`config.mk`:
```
export PLATFORM = sky130hd
export DESIGN_NAME = drive_command_decoder
export DESIGN_NICKNAME = d
export VERILOG_FILES = /design/src/sv/dcd_pkg.sv /design/src/sv/dcd_front.sv /design/src/sv/dcd_queue.sv /design/src/sv/dcd_back.sv /design/src/sv/drive_command_decoder.sv
export SDC_FILE = /design/constraint.sdc
export NUM_CORES = 1
export LEC_CHECK = 0
export BUFFER_PORTS_ARGS = -buffer_cell sky130_fd_sc_hd__buf_4
export CAP_MARGIN = 20
export CORE_MARGIN = 2
export CORE_UTILIZATION = 40
export CTS_CLUSTER_DIAMETER = 30
export DETAILED_ROUTE_END_ITERATION = 8
export PLACE_DENSITY = 0.63
export SETUP_SLACK_MARGIN = 0.15
export SLEW_MARGIN = 0
export SYNTH_ARGS = -nofsm -noshare
export SYNTH_HDL_FRONTEND = slang
export SYNTH_SLANG_ARGS = --single-unit
export TNS_END_PERCENT = 30
```
`constraint.sdc`:
```
create_clock -name clk -period 5.6 [get_ports clk]
set_input_delay 0.56 -clock clk [delete_from_list [all_inputs] [get_ports clk]]
set_output_delay 0.56 -clock clk [all_outputs]
set_load 0.05 [all_outputs]
```
`src/sv/dcd_pkg.sv`:
```
// Shared types, command codes and byte tables for the drive command decoder.
// No dependencies; imported by every module of the block.
package dcd_pkg;

  // Command characters
  localparam logic [7:0] CMD_SPD_UP   = 8'h31;  // '1'
  localparam logic [7:0] CMD_FWD      = 8'h32;  // '2'
  localparam logic [7:0] CMD_SPD_DN   = 8'h33;  // '3'
  localparam logic [7:0] CMD_STEER_LT = 8'h34;  // '4'
  localparam logic [7:0] CMD_STOP     = 8'h35;  // '5'
  localparam logic [7:0] CMD_STEER_RT = 8'h36;  // '6'
  localparam logic [7:0] CMD_WATCH    = 8'h37;  // '7'
  localparam logic [7:0] CMD_REV      = 8'h38;  // '8'
  localparam logic [7:0] CMD_HOLD     = 8'h39;  // '9'

  // Configuration register indexes
  localparam logic [2:0] REG_SPEED_STEP    = 3'd0;
  localparam logic [2:0] REG_SPEED_CEILING = 3'd1;
  localparam logic [2:0] REG_RUN_FLOOR     = 3'd2;
  localparam logic [2:0] REG_START_SPEED   = 3'd3;
  localparam logic [2:0] REG_WHEEL_FLOOR   = 3'd4;

  // Reset values of the configuration registers
  localparam logic [8:0]  RST_SPEED_STEP    = 9'd200;
  localparam logic [10:0] RST_SPEED_CEILING = 11'd1600;
  localparam logic [10:0] RST_RUN_FLOOR     = 11'd800;
  localparam logic [10:0] RST_START_SPEED   = 11'd1200;
  localparam logic [10:0] RST_WHEEL_FLOOR   = 11'd400;

  // Run lengths in bytes
  localparam int unsigned ECHO_LEN  = 6;
  localparam int unsigned FRAME_LEN = 7;

  // LED frame selection for one command
  typedef enum logic [2:0] {
    FR_NONE      = 3'd0,
    FR_WATCH_ON  = 3'd1,
    FR_WATCH_OFF = 3'd2,
    FR_HOLD_ON   = 3'd3,
    FR_HOLD_OFF  = 3'd4
  } dcd_frame_t;

  // Drive state as reported with every byte of a run
  typedef struct packed {
    logic [10:0]        speed;
    logic signed [11:0] steer;
    logic               fwd;
    logic               rev;
    logic               stopped;
    logic               watch;
    logic               clear;
    logic               hold;
    logic signed [15:0] yaw_goal;
  } dcd_state_t;

  // One queued command: what to send and the state to report
  typedef struct packed {
    logic [7:0] cmd;
    dcd_frame_t frame;
    dcd_state_t st;
  } dcd_entry_t;

  // Echo bytes: 'c' ':' cmd '0' CR LF
  function automatic logic [7:0] echo_byte(input logic [7:0] cmd, input logic [2:0] k);
    logic [7:0] b;
    case (k)
      3'd0:    b = 8'h63;
      3'd1:    b = 8'h3A;
      3'd2:    b = cmd;
      3'd3:    b = 8'h30;
      3'd4:    b = 8'h0D;
      default: b = 8'h0A;
    endcase
    return b;
  endfunction

  // LED frame bytes: header, length, target, on/off, checksum, trailer
  function automatic logic [7:0] frame_byte(input dcd_frame_t f, input logic [2:0] k);
    logic       is_watch;
    logic       is_on;
    logic [7:0] b;
    is_watch = (f == FR_WATCH_ON) || (f == FR_WATCH_OFF);
    is_on    = (f == FR_WATCH_ON) || (f == FR_HOLD_ON);
    case (k)
      3'd0: b = 8'hA5;
      3'd1: b = 8'h5A;
      3'd2: b = 8'h05;
      3'd3: b = is_watch ? 8'hE7 : 8'hE8;
      3'd4: b = is_on ? 8'h00 : 8'h01;
      3'd5: begin
        case (f)
          FR_WATCH_ON: b = 8'hEC;
          FR_HOLD_OFF: b = 8'hEE;
          default:     b = 8'hED;
        endcase
      end
      default: b = 8'hAA;
    endcase
    return b;
  endfunction

endpackage

```
`src/sv/dcd_front.sv`:
```
// Front end: configuration registers, command decode and drive state update.
// Depends on dcd_pkg; pushes one dcd_entry_t per accepted command.
module dcd_front (
  input  logic                clk,
  input  logic                rst_n,
  input  logic                cfg_we,
  input  logic [2:0]          cfg_index,
  input  logic [10:0]         cfg_wdata,
  input  logic                in_valid,
  output logic                in_ready,
  input  logic [7:0]          in_cmd_byte,
  input  logic signed [15:0]  in_yaw_now,
  input  logic                q_full,
  output logic                q_push,
  output dcd_pkg::dcd_entry_t q_wdata
);
  import dcd_pkg::*;

  logic [8:0]  step_r;
  logic [10:0] ceil_r, rfl_r, start_r, wfl_r;
  dcd_state_t  st_r, st_nxt;
  dcd_frame_t  frame;

  logic signed [14:0] spd_s, step_s, ceil_s, rfl_s, wfl_s, steer_s, t;

  assign in_ready = !q_full;
  assign q_push   = in_valid && in_ready;

  // Configuration writes
  always_ff @(posedge clk) begin
    if (!rst_n) begin
      step_r  <= RST_SPEED_STEP;
      ceil_r  <= RST_SPEED_CEILING;
      rfl_r   <= RST_RUN_FLOOR;
      start_r <= RST_START_SPEED;
      wfl_r   <= RST_WHEEL_FLOOR;
    end else if (cfg_we) begin
      case (cfg_index)
        REG_SPEED_STEP:    step_r  <= cfg_wdata[8:0];
        REG_SPEED_CEILING: ceil_r  <= cfg_wdata;
        REG_RUN_FLOOR:     rfl_r   <= cfg_wdata;
        REG_START_SPEED:   start_r <= cfg_wdata;
        REG_WHEEL_FLOOR:   wfl_r   <= cfg_wdata;
        default: ;
      endcase
    end
  end

  // Widened operands for the compares
  assign spd_s   = signed'({4'b0, st_r.speed});
  assign step_s  = signed'({6'b0, step_r});
  assign ceil_s  = signed'({4'b0, ceil_r});
  assign rfl_s   = signed'({4'b0, rfl_r});
  assign wfl_s   = signed'({4'b0, wfl_r});
  assign steer_s = 15'(st_r.steer);

  // Command decode and next drive state
  always_comb begin
    st_nxt = st_r;
    frame  = FR_NONE;
    t      = '0;
    unique case (in_cmd_byte)
      CMD_WATCH: begin
        st_nxt.watch = ~st_r.watch;
        st_nxt.clear = ~st_r.watch;
        frame        = st_r.watch ? FR_WATCH_OFF : FR_WATCH_ON;
      end
      CMD_HOLD: begin
        st_nxt.hold     = ~st_r.hold;
        st_nxt.yaw_goal = in_yaw_now;
        frame           = st_r.hold ? FR_HOLD_OFF : FR_HOLD_ON;
      end
      CMD_STOP: begin
        st_nxt.stopped = 1'b1;
        st_nxt.steer   = '0;
        st_nxt.speed   = '0;
        st_nxt.fwd     = 1'b0;
        st_nxt.rev     = 1'b0;
      end
      CMD_FWD: begin
        st_nxt.steer = '0;
        st_nxt.speed = '0;
        // forward start only with a clear path
        if (st_r.clear) begin
          st_nxt.fwd      = 1'b1;
          st_nxt.rev      = 1'b0;
          st_nxt.stopped  = 1'b0;
          st_nxt.speed    = start_r;
          st_nxt.yaw_goal = in_yaw_now;
        end
      end
      CMD_REV: begin
        st_nxt.steer   = '0;
        st_nxt.stopped = 1'b1;
        st_nxt.fwd     = 1'b0;
        st_nxt.rev     = 1'b1;
        st_nxt.speed   = start_r;
      end
      CMD_SPD_UP: begin
        st_nxt.steer = '0;
        t = spd_s + step_s;
        if (t > ceil_s) t = spd_s;
        if (t < rfl_s) t = rfl_s;
        st_nxt.speed = t[10:0];
      end
      CMD_SPD_DN: begin
        st_nxt.steer = '0;
        t = spd_s - step_s;
        if (t < rfl_s) begin
          st_nxt.speed   = '0;
          st_nxt.stopped = 1'b1;
        end else begin
          st_nxt.speed = t[10:0];
        end
      end
      CMD_STEER_RT: begin
        t = steer_s + step_s;
        if (!((t + spd_s > ceil_s) || (spd_s - t < wfl_s))) st_nxt.steer = t[11:0];
      end
      CMD_STEER_LT: begin
        t = steer_s - step_s;
        if (!((spd_s - t > ceil_s) || (spd_s + t < wfl_s))) st_nxt.steer = t[11:0];
      end
      default: ;  // echo only
    endcase
  end

  // State register, updated per accepted transaction
  always_ff @(posedge clk) begin
    if (!rst_n) begin
      st_r <= '0;
    end else if (q_push) begin
      st_r <= st_nxt;
    end
  end

  assign q_wdata.cmd   = in_cmd_byte;
  assign q_wdata.frame = frame;
  assign q_wdata.st    = st_nxt;

endmodule

```
`src/sv/dcd_queue.sv`:
```
// Two-entry command queue between decode front and byte serializer.
// Depends on dcd_pkg for the entry type.
module dcd_queue (
  input  logic                clk,
  input  logic                rst_n,
  input  logic                push,
  input  dcd_pkg::dcd_entry_t wdata,
  output logic                full,
  input  logic                pop,
  output logic                rvalid,
  output dcd_pkg::dcd_entry_t rdata
);
  import dcd_pkg::*;

  dcd_entry_t mem_r [2];
  logic       wr_ptr_r, rd_ptr_r;
  logic [1:0] cnt_r, cnt_nxt;

  assign full   = (cnt_r == 2'd2);
  assign rvalid = (cnt_r != 2'd0);
  assign rdata  = mem_r[rd_ptr_r];

  always_comb begin
    cnt_nxt = cnt_r;
    if (push && !pop) cnt_nxt = cnt_r + 2'd1;
    if (pop && !push) cnt_nxt = cnt_r - 2'd1;
  end

  // Pointers and fill count
  always_ff @(posedge clk) begin
    if (!rst_n) begin
      wr_ptr_r <= 1'b0;
      rd_ptr_r <= 1'b0;
      cnt_r    <= '0;
    end else begin
      if (push) wr_ptr_r <= ~wr_ptr_r;
      if (pop)  rd_ptr_r <= ~rd_ptr_r;
      cnt_r <= cnt_nxt;
    end
  end

  // Entry storage
  always_ff @(posedge clk) begin
    if (push) mem_r[wr_ptr_r] <= wdata;
  end

  a_no_overflow: assert property (@(posedge clk) disable iff (!rst_n)
    full |-> !push)
    else $error("queue push while full");
  a_no_underflow: assert property (@(posedge clk) disable iff (!rst_n)
    pop |-> rvalid)
    else $error("queue pop while empty");
  a_cnt_range: assert property (@(posedge clk) disable iff (!rst_n)
    cnt_r != 2'd3)
    else $error("queue count out of range");

endmodule

```
`src/sv/dcd_back.sv`:
```
// Back end: serializes echo and LED frame bytes of each queued command
// into a registered output stage. Depends on dcd_pkg.
module dcd_back (
  input  logic                   clk,
  input  logic                   rst_n,
  input  logic                   q_valid,
  input  dcd_pkg::dcd_entry_t    q_rdata,
  output logic                   q_pop,
  output logic                   out_valid,
  input  logic                   out_ready,
  output logic [7:0]             out_byte,
  output logic                   out_last,
  output dcd_pkg::dcd_state_t    out_st
);
  import dcd_pkg::*;

  localparam logic [3:0] ECHO_END = 4'(ECHO_LEN - 1);
  localparam logic [3:0] RUN_END  = 4'(ECHO_LEN + FRAME_LEN - 1);

  logic [3:0] idx_r;
  logic [3:0] fidx;
  logic       out_valid_r;
  logic [7:0] byte_r;
  logic       last_r;
  dcd_state_t st_r;
  logic       load;
  logic       is_last;
  logic [7:0] cur_byte;

  assign load    = q_valid && (!out_valid_r || out_ready);
  assign fidx    = idx_r - 4'(ECHO_LEN);
  assign is_last = ((q_rdata.frame == FR_NONE) && (idx_r == ECHO_END)) || (idx_r == RUN_END);
  assign q_pop   = load && is_last;

  // Byte select: echo first, then frame
  always_comb begin
    if (idx_r < 4'(ECHO_LEN)) cur_byte = echo_byte(q_rdata.cmd, idx_r[2:0]);
    else                      cur_byte = frame_byte(q_rdata.frame, fidx[2:0]);
  end

  // Byte counter and output valid
  always_ff @(posedge clk) begin
    if (!rst_n) begin
      idx_r       <= '0;
      out_valid_r <= 1'b0;
    end else begin
      if (load) begin
        out_valid_r <= 1'b1;
        idx_r       <= is_last ? 4'd0 : idx_r + 4'd1;
      end else if (out_ready) begin
        out_valid_r <= 1'b0;
      end
    end
  end

  // Output payload
  always_ff @(posedge clk) begin
    if (load) begin
      byte_r <= cur_byte;
      last_r <= is_last;
      st_r   <= q_rdata.st;
    end
  end

  assign out_valid = out_valid_r;
  assign out_byte  = byte_r;
  assign out_last  = last_r;
  assign out_st    = st_r;

  a_pop_marks_last: assert property (@(posedge clk) disable iff (!rst_n)
    q_pop |=> out_valid_r && last_r)
    else $error("entry released without final byte");
  a_pop_rewinds: assert property (@(posedge clk) disable iff (!rst_n)
    q_pop |=> idx_r == 4'd0)
    else $error("byte counter not rewound after run");
  a_idx_range: assert property (@(posedge clk) disable iff (!rst_n)
    idx_r <= RUN_END)
    else $error("byte counter past run end");
  a_echo_only_short: assert property (@(posedge clk) disable iff (!rst_n)
    (q_valid && q_rdata.frame == FR_NONE) |-> idx_r <= ECHO_END)
    else $error("echo-only run past echo end");

endmodule

```
`src/sv/drive_command_decoder.sv`:
```
// Top level of the drive command decoder: front decode, queue, back serializer.
// Depends on dcd_pkg, dcd_front, dcd_queue and dcd_back.
//
//   channel | direction | handshake          | payload
//   in      | input     | in_valid/in_ready  | cmd_byte, yaw_now
//   out     | output    | out_valid/out_ready| tx_byte, last_byte, drive state
//   cfg     | input     | cfg_we             | cfg_index, cfg_wdata
//
// A command is decoded and applied in its accept cycle; its run of 6 bytes
// (echo only) or 13 bytes (echo plus LED frame) then leaves the serializer at
// one byte per cycle while out_ready holds.
// The two-entry queue lets new commands enter while a run is still sent.
// Synchronous active-low reset clears state and loads the register defaults.
// An output stall holds the current byte and, once the queue fills, in_ready.
module drive_command_decoder (
  input  logic               clk,
  input  logic               rst_n,
  input  logic               cfg_we,
  input  logic [2:0]         cfg_index,
  input  logic [10:0]        cfg_wdata,
  input  logic               in_valid,
  output logic               in_ready,
  input  logic [7:0]         in_cmd_byte,
  input  logic signed [15:0] in_yaw_now,
  output logic               out_valid,
  input  logic               out_ready,
  output logic [7:0]         out_tx_byte,
  output logic               out_last_byte,
  output logic [10:0]        out_drive_speed,
  output logic signed [11:0] out_drive_steer,
  output logic               out_forward_on,
  output logic               out_reverse_on,
  output logic               out_stop_mark,
  output logic               out_watch_on,
  output logic               out_clear_on,
  output logic               out_hold_on,
  output logic signed [15:0] out_yaw_target
);
  import dcd_pkg::*;

  logic       q_full, q_push, q_pop, q_valid;
  dcd_entry_t q_wdata, q_rdata;
  dcd_state_t st;

  dcd_front u_front (
    .clk        (clk),
    .rst_n      (rst_n),
    .cfg_we     (cfg_we),
    .cfg_index  (cfg_index),
    .cfg_wdata  (cfg_wdata),
    .in_valid   (in_valid),
    .in_ready   (in_ready),
    .in_cmd_byte(in_cmd_byte),
    .in_yaw_now (in_yaw_now),
    .q_full     (q_full),
    .q_push     (q_push),
    .q_wdata    (q_wdata)
  );

  dcd_queue u_queue (
    .clk   (clk),
    .rst_n (rst_n),
    .push  (q_push),
    .wdata (q_wdata),
    .full  (q_full),
    .pop   (q_pop),
    .rvalid(q_valid),
    .rdata (q_rdata)
  );

  dcd_back u_back (
    .clk      (clk),
    .rst_n    (rst_n),
    .q_valid  (q_valid),
    .q_rdata  (q_rdata),
    .q_pop    (q_pop),
    .out_valid(out_valid),
    .out_ready(out_ready),
    .out_byte (out_tx_byte),
    .out_last (out_last_byte),
    .out_st   (st)
  );

  assign out_drive_speed = st.speed;
  assign out_drive_steer = st.steer;
  assign out_forward_on  = st.fwd;
  assign out_reverse_on  = st.rev;
  assign out_stop_mark   = st.stopped;
  assign out_watch_on    = st.watch;
  assign out_clear_on    = st.clear;
  assign out_hold_on     = st.hold;
  assign out_yaw_target  = st.yaw_goal;

endmodule

```
==> impl_results.md, run 1 <==
* Status: complete, no violations
* Layout area overhead at 32.4%
* Final Core Density at 53.9%
* Worst-path clk slew at 0.06 ns
* Die X at 211 um
* Critical path class: reg2reg
* Synth Net Count at 1981
* Largest net degree at the start of global routing at 74
* CTS H-tree depth at 2
* Worst EP required at 5.89 ns
* Minimum hold slack at 0.164 ns
* Worst skew pair latency at 0.58 ns
* Final Non-Filler Cells at 2632
* Top-Level Pins at 99
* CP endpoint kind: flip-flop
* Finish-stage setup viols at 0
* Max Clk Rate at 0.184 GHz
* Avg WL per Cell at 19.7 um
* Synthesized area at 17200 um2
* Total track usage at 23.0%
* Seq/Total Area, Yosys at 41.7%
* Routed Antenna Nets at 0
* CTS tree: done
* Final hold viol count at 0
* Max cap viols at 0
* Worst hold start: in_cmd_byte[7]
* Top FF cell, synth: edfxtp_1
* GP Congestion at 0.948
* Die H at 211 um
* CTS buffer count at 53
* Global route total overflow at 0
* Startpoint Class: flip-flop
* Crit-path max FO at 6
* #FFs+latches synth at 274
* Worst r2r dst: u_queue.mem_r[0][44]$_DFFE_PP_
* Worst reg2reg path startpoint: u_front.step_r[0]$_SDFFE_PN0P_
* FF/Latch Area at 7160 um2
* Core box area at 42100 um2
* Filler cells at 3651
* Layout cells sized above 1 at 31.7%
* Max Buffers Root-to-Sink at 3
* Fin area at 22700 um2
* Hold path depth at 1
* Crit share post-route at 97.3%
* Fraction of registers with async set/reset at 0%
* Final min period at 5.45 ns
* Post-Syn Instances at 1764
* Ant. Diodes at 0
* Hold endpoint: u_queue.mem_r[1][55]$_DFFE_PP_
* Setup repair after global routing missed its margin: yes
* Slew headroom at 35.0%
* WP data arrival at 5.74 ns
* Std-Cell Rows at 75
* Die ar. at 44500 um2
* Final Slew Violations at 0
* Hold Crit Class: in2reg
* Most frequent cells in the layout: buf_4, edfxtp_1, nor2_1
* DRT Wirelength at 51800 um
* Multi-input logic area at 10200 um2
* DRT iter0 DRCs at 946
* Power per cell area at 293 nW/um2
* Synth warnings at 0
* Root Buffer Master: clkbuf_16
* Port-buffer cells at 98
* Initial core utilization at 40.7%
* P_leak at 9.28 nW
* Synthesized area per cell at 9.72 um2
* Worst slew pin tran at 0.966 ns
* Commonest non-fill, non-tap cell in the layout: buf_4
* DRT Pass-1 Iters at 7
* Register-to-register setup slack at 0.15 ns
* Area of placed instances at 19600 um2
* Peak supply drop at 0.221 mV
* Worst reg2reg path depth at 27
* Via/cell ratio at 5.52
* CTS sink cnt at 274
* # DRC at 0
* Hold_buf cts at 0
* Final nets at 2266
* Synth unique cells at 89
* Vias at 14500
* EDFF count, synth at 166
* Final clock skew at 0.0137 ns
* Number of global-route vias before repair at 14100
* Total negative slack at 0 ns
* Dpl hpwl at 38400 um
* Placed Cells at 2492
* First-pass GRT wire length at 79200 um
* Initial antenna violation count at 0
synthesized netlist by cell type, types with 12 or more instances:
cell type / n / area, um2
ha_1: 166 / 2080
nand4_1: 15 / 93.8
nor3_1: 51 / 255
a211oi_1: 25 / 188
nor2b_1: 22 / 138
o21ai_0: 55 / 275
nor2_1: 167 / 627
o21a_1: 21 / 158
nand2b_1: 24 / 150
edfxtp_1: 166 / 4980
a21o_1: 34 / 255
a21oi_1: 128 / 641
inv_1: 116 / 435
mux2_2: 74 / 833
nand3_1: 30 / 150
clkbuf_1: 59 / 221
o211ai_1: 20 / 150
dfxtp_1: 108 / 2160
xor2_1: 25 / 219
nand2_1: 155 / 582
a31oi_1: 13 / 81.3
mux2i_1: 13 / 130
o31a_1: 12 / 105
xnor2_1: 47 / 412
metrics by stage:
| step | worst slack (ns) | power, mW |
|---|---|---|
| after detailed placement | -0.305 | 3.43 |
| after global routing | -0.0746 | 6.89 |
| after CTS | 0.151 | 6.68 |
| after floorplan | 0.162 | 3.09 |
| final | 0.152 | 6.65 |
| after global placement | -0.130 | 3.41 |
worst max path at each step:
stage                                              start                              to  slack, ns
final                     u_front.step_r[0]$_SDFFE_PN0P_  u_queue.mem_r[0][44]$_DFFE_PP_       0.15
after global routing      u_front.step_r[0]$_SDFFE_PN0P_  u_queue.mem_r[0][33]$_DFFE_PP_      -0.07
after CTS                  u_front.spd_s[1]$_SDFFE_PN0P_   u_front.spd_s[5]$_SDFFE_PN0P_       0.15
after detailed placement   u_front.st_r[22]$_SDFFE_PN0P_  u_queue.mem_r[1][30]$_DFFE_PP_      -0.31
after global placement     u_front.st_r[22]$_SDFFE_PN0P_  u_queue.mem_r[0][30]$_DFFE_PP_      -0.13
after floorplan            u_front.spd_s[1]$_SDFFE_PN0P_  u_queue.mem_r[0][35]$_DFFE_PP_       0.16
state kept, by name (all words and copies together), names as in the netlist, 2 cells and up, named ones only:
signal / count
u_front.step_r: 9
u_front.start_r: 11
u_front.spd_s: 11
u_queue.mem_r: 112
u_front.wfl_r: 11
u_back.out_byte: 8
u_front.st_r: 34
u_back.idx_r: 4
u_queue.cnt_r: 2
u_back.out_st: 45
u_front.rfl_r: 11
u_front.ceil_r: 11
power breakdown:
| group | switching (mW) | internal (mW) |
|---|---|---|
| logic | 0.672 | 0.364 |
| clock network | 1.15 | 2.06 |
| registers | 0.0623 | 2.34 |
| total | 1.88 | 4.77 |
kinds of logic after synthesis:
logic type / synth area share [%]
AO/OA/AOI/OAI: 17.4
XOR/XNOR: 3.68
adder cells (fa/ha/maj): 13.0
buffers and inverters: 4.46
flip-flops: 41.7
multiplexers: 5.62
AND/OR/NAND/NOR: 14.1
per-layer routing:
layer | wire length, um | vias up | track usage, %
met3 | 2860 | 77 | 3.87
met5 | 0 | - | 0
met2 | 23700 | 417 | 36.6
met4 | 1410 | 0 | 7.67
met1 | 23800 | 7046 | 31.7
li1 | - | 6988 | -
layout make-up:
type	instances	area share, %
Timing Repair Buffer	307	10.5
Clock inverter	40	2.08
Inverter	118	1.99
Multi-Input combinational cell	1295	44.8
Sequential cell	274	31.6
Clock buffer	59	6.12
Tap cell	539	2.97
worst max-delay path, cell delays in order (launching register included):
cell	delay [ns]
dfxtp_4	0.38
ha_4	0.15
inv_2	0.03
fa_2	0.33
o21bai_1	0.19
a21oi_2	0.10
o21ai_2	0.14
a21oi_2	0.08
xor2_1	0.19
ha_1	0.28
a21o_1	0.16
a21o_1	0.18
a21oi_2	0.15
o211ai_1	0.18
a2bb2oi_4	0.31
buf_6	0.14
mux2_4	0.31
ha_4	0.22
a21o_1	0.15
a21o_1	0.18
a211oi_2	0.28
nand4_1	0.12
mux2_4	0.34
buf_6	0.15
buf_6	0.11
nand3_2	0.07
a21oi_2	0.07
a2bb2oi_2	0.16
what timing repair did:
action	in CTS	in global routing
pin swaps	52	100
endpoints found under the setup margin	69	69
gates resized for setup	96	127
buffers inserted	25	14
(Power assumes the default switching activity.)
==> run 2, diff against run 1 <==
--- a/config.mk
+++ b/config.mk
@@ -5,6 +5,7 @@
 export SDC_FILE = /design/constraint.sdc
 export NUM_CORES = 1
 export LEC_CHECK = 0
+export ABC_CLOCK_PERIOD_IN_PS = 5600
 export BUFFER_PORTS_ARGS = -buffer_cell sky130_fd_sc_hd__buf_4
 export CAP_MARGIN = 20
 export CORE_MARGIN = 2
@@ -16,5 +17,5 @@
 export SLEW_MARGIN = 0
 export SYNTH_ARGS = -nofsm -noshare
 export SYNTH_HDL_FRONTEND = slang
+export SYNTH_HIERARCHICAL = 1
 export SYNTH_SLANG_ARGS = --single-unit
-export TNS_END_PERCENT = 30
==> run 2 against run 1 <==
  * Combinational power is 6% higher
  * Die area is 0.15% lower
  * First-iteration DRC count is 31% higher
  * Via count is 0.75% higher
  * Critical endpoint is now u_front/spd_s[0]$_SDFFE_PN0P_
  * Largest power group unchanged
  * Highest routed layer unchanged
==> impl_results.md, run 2 <==
* Status: complete, no violations
* Max incr delay on CP at 0.37 ns (about the same)
* Final Slew Violations at 0 (unchanged)
* Number of flip-flops in the largest register at 112 (unchanged)
* Post-synth top area cell: edfxtp_1
* Synthesized area at 17100 um2 (-0.15%)
* Synth unique cells at 85 (-4.5%)
* Die X at 211 um (about the same)
* Final min period at 5.59 ns (+0.146 ns)
* Synthesized area per cell at 9.76 um2 (+0.42%)
* Number of global-route vias before repair at 14300 (+0.96%)
* Reg with most FFs: u_queue/mem_r
* Fin area at 23000 um2 (+1.5%)
* Commonest cells post-synth: edfxtp_1, ha_1, nand2_1, nor2_1, a21oi_1
* Max Clk Rate at 0.179 GHz (-2.6%)
* #FFs+latches synth at 274 (unchanged)
* Worst slew pin tran at 1.05 ns (+0.0799 ns)
* Power per cell area at 286 nW/um2 (-2.2%)
* Fraction of registers with async set/reset at 0% (unchanged)
* Multi-input logic area at 10200 um2 (+0.18%)
* Via/cell ratio at 5.53 (+0.22%)
* DRT Wirelength at 53200 um (+2.7%)
* Peak supply drop at 0.197 mV (-11%)
* Final Non-Filler Cells at 2646 (+0.53%)
* Critical path class: reg2reg
* Initial antenna violation count at 0 (unchanged)
* Hold_buf cts at 0 (unchanged)
* Max cap viols at 0 (unchanged)
* Std-Cell Rows at 75 (unchanged)
* # DRC at 0 (unchanged)
* Crit-path max FO at 5 (-1)
* Max Buffers Root-to-Sink at 3 (unchanged)
* FF/Latch Area at 7160 um2 (about the same)
* Slew headroom at 29.7% (-5.3 points)
* Final hold viol count at 0 (unchanged)
* Layout area overhead at 34.5%
* Core box area at 42100 um2 (unchanged)
* Global route total overflow at 0 (unchanged)
* Port-buffer cells at 98 (unchanged)
* Synth warnings at 6 (+6)
* WP data arrival at 6.05 ns (+0.31 ns)
* EDFF count, synth at 166 (unchanged)
* Area of placed instances at 19700 um2 (+0.47%)
* CTS H-tree depth at 2 (unchanged)
* Worst skew pair latency at 0.59 ns (about the same)
* Commonest non-fill, non-tap cell in the layout: buf_4
* Initial core utilization at 40.6% (-0.059 points)
* Filler cells at 3655 (+0.11%)
* Total negative slack at 0 ns (unchanged)
* Routed Antenna Nets at 0 (unchanged)
* Top-Level Pins at 99 (unchanged)
* Dpl hpwl at 39000 um (+1.6%)
* Avg WL per Cell at 20.1 um (+2.2%)
* Post-Syn Instances at 1754 (-0.57%)
* CTS buffer count at 53 (unchanged)
* Most frequent cells in the layout: buf_4, edfxtp_1, nand2_1
* Crit share post-route at 99.9% (+2.6 points)
* Worst EP required at 6.06 ns (+0.17 ns)
* Ant. Diodes at 0 (unchanged)
* DRT Pass-1 Iters at 6 (-1)
* Startpoint Class: flip-flop
* Synth Net Count at 1970 (-0.56%)
* Layout cells sized above 1 at 33.4% (+1.7 points)
* CP Buf/Inv Count at 6 (+2)
* CP endpoint kind: flip-flop
* Top cells by area, synth: edfxtp_1, dfxtp_1, ha_1
* Die ar. at 44500 um2 (-0.15%)
* CTS sink cnt at 274 (unchanged)
* Worst-path clk slew at 0.05 ns (about the same)
* Setup repair after global routing missed its margin: yes
* CP delay by family, top: compound AO/OA/AOI/OAI gates
* Top FF cell, synth: edfxtp_1
* Vias at 14600 (+0.75%)
* Placed Cells at 2500 (+0.32%)
* Hold Crit Class: in2reg
* Count leader, synth: edfxtp_1
* Final clock skew at 0.0265 ns (+0.0128 ns)
* Share of the synthesized area in the top cell type at 29.1% (+0.042 points)
* DRT iter0 DRCs at 1237 (+31%)
* Seq/Total Area, Yosys at 41.7% (+0.061 points)
* Root Buffer Master: clkbuf_16
* P_leak at 9.39 nW (+1.1%)
* CTS tree: done
* Total track usage at 23.4% (+0.42 points)
* Final nets at 2278 (+0.53%)
* GP Congestion at 0.961 (+1.3%)
* Largest net degree at the start of global routing at 58 (-22%)
* Die H at 211 um (about the same)
* Worst path slowest cell: fa_1
* First-pass GRT wire length at 80400 um (+1.5%)
* Finish-stage setup viols at 0 (unchanged)
* Tot Pwr at 6.60 mW (-0.79%)
==> run 2: changes by cell type in the layout (fill, tap and decap cells not counted), sizes merged, moves of 9 or more <==
cell / before / now
a221oi: 4 / 13
o21a: 21 / 30
nor2: 168 / 143
a22oi: 10 / 1
o221ai: 0 / 15
a211oi: 27 / 12
buf: 307 / 339
==> run 2: layout make-up <==
type | count | share of cell area, %
multi-input cells | 1271 | 44.2
well taps | 539 | 2.93
inverters | 122 | 2.04
flip-flops and latches | 274 | 31.1
clock buffers | 62 | 6.03
clock inverters | 38 | 1.83
repair buffers | 340 | 11.9
==> run 2: where the power goes <==
part	switching (mW)	total [mW]	leakage, nW	internal (mW)
registers	0.0556	2.36	2.47	2.31
logic	0.681	1.10	6.04	0.419
clock network	1.07	3.13	0.882	2.06
total	1.81	6.60	9.39	4.79
==> run 2: timing repair <==
action                                  in CTS  in global routing
endpoints found under the setup margin      69                 69
gates resized for setup                    100                148
pin swaps                                   55                 58
gates cloned                                 1                  2
setup buffers                               23                 20
==> run 2: worst paths after layout <==
path / slack (ns) / end / depth (start not counted) / start
max reg2reg: 0.007 / u_front/spd_s[0]$_SDFFE_PN0P_ / 30 / u_front/step_r[0]$_SDFFE_PN0P_
max: 0.007 / u_front/spd_s[0]$_SDFFE_PN0P_ / 30 / u_front/step_r[0]$_SDFFE_PN0P_
min: 0.17 / u_queue/mem_r[0][53]$_DFFE_PP_ / 1 / in_cmd_byte[5]
min reg2reg: 0.45 / u_front/wfl_r[2]$_SDFFE_PN0P_ / 2 / u_front/wfl_r[2]$_SDFFE_PN0P_
==> run 2: kinds of logic after synthesis <==
kind of cell	Yosys count	synth area share, %
AOI/OAI and AO/OA	438	17.3
xor gates and xnor gates	70	3.58
adders and majority gates	173	13.0
buffers and inverters	209	5.04
DFF	274	41.7
muxes	90	5.86
and+or+nand+nor	500	13.5
==> run 2: routing by layer <==
layer  share of wire, %  track usage, %
met3                6.7            3.63
met1                 45            32.9
met2                 45            36.7
met5                  0               0
met4                3.4            8.04
==> run 2: stage by stage <==
stage	worst slack, ns	utilization (%)	hold WS [ns]
2_1_floorplan	0.166	-	0.436
3_3_place_gp	-0.194	46.7	0.443
3_5_place_dp	-0.326	46.7	0.449
4_1_cts	-0.0210	52.5	0.136
5_1_grt	-0.320	54.7	0.154
6_report	0.00669	54.7	0.171
==> run 2: worst register-to-register path: cells and delay by family (launching register included) <==
family,cells,cell delay (ns)
AO/OA/AOI/OAI,11,1.98
XOR/XNOR,1,0.11
adder cells (fa/ha/maj),4,1.02
buffers and inverters,6,0.87
flip-flops,1,0.32
multiplexers,1,0.32
AND/OR/NAND/NOR,7,0.87
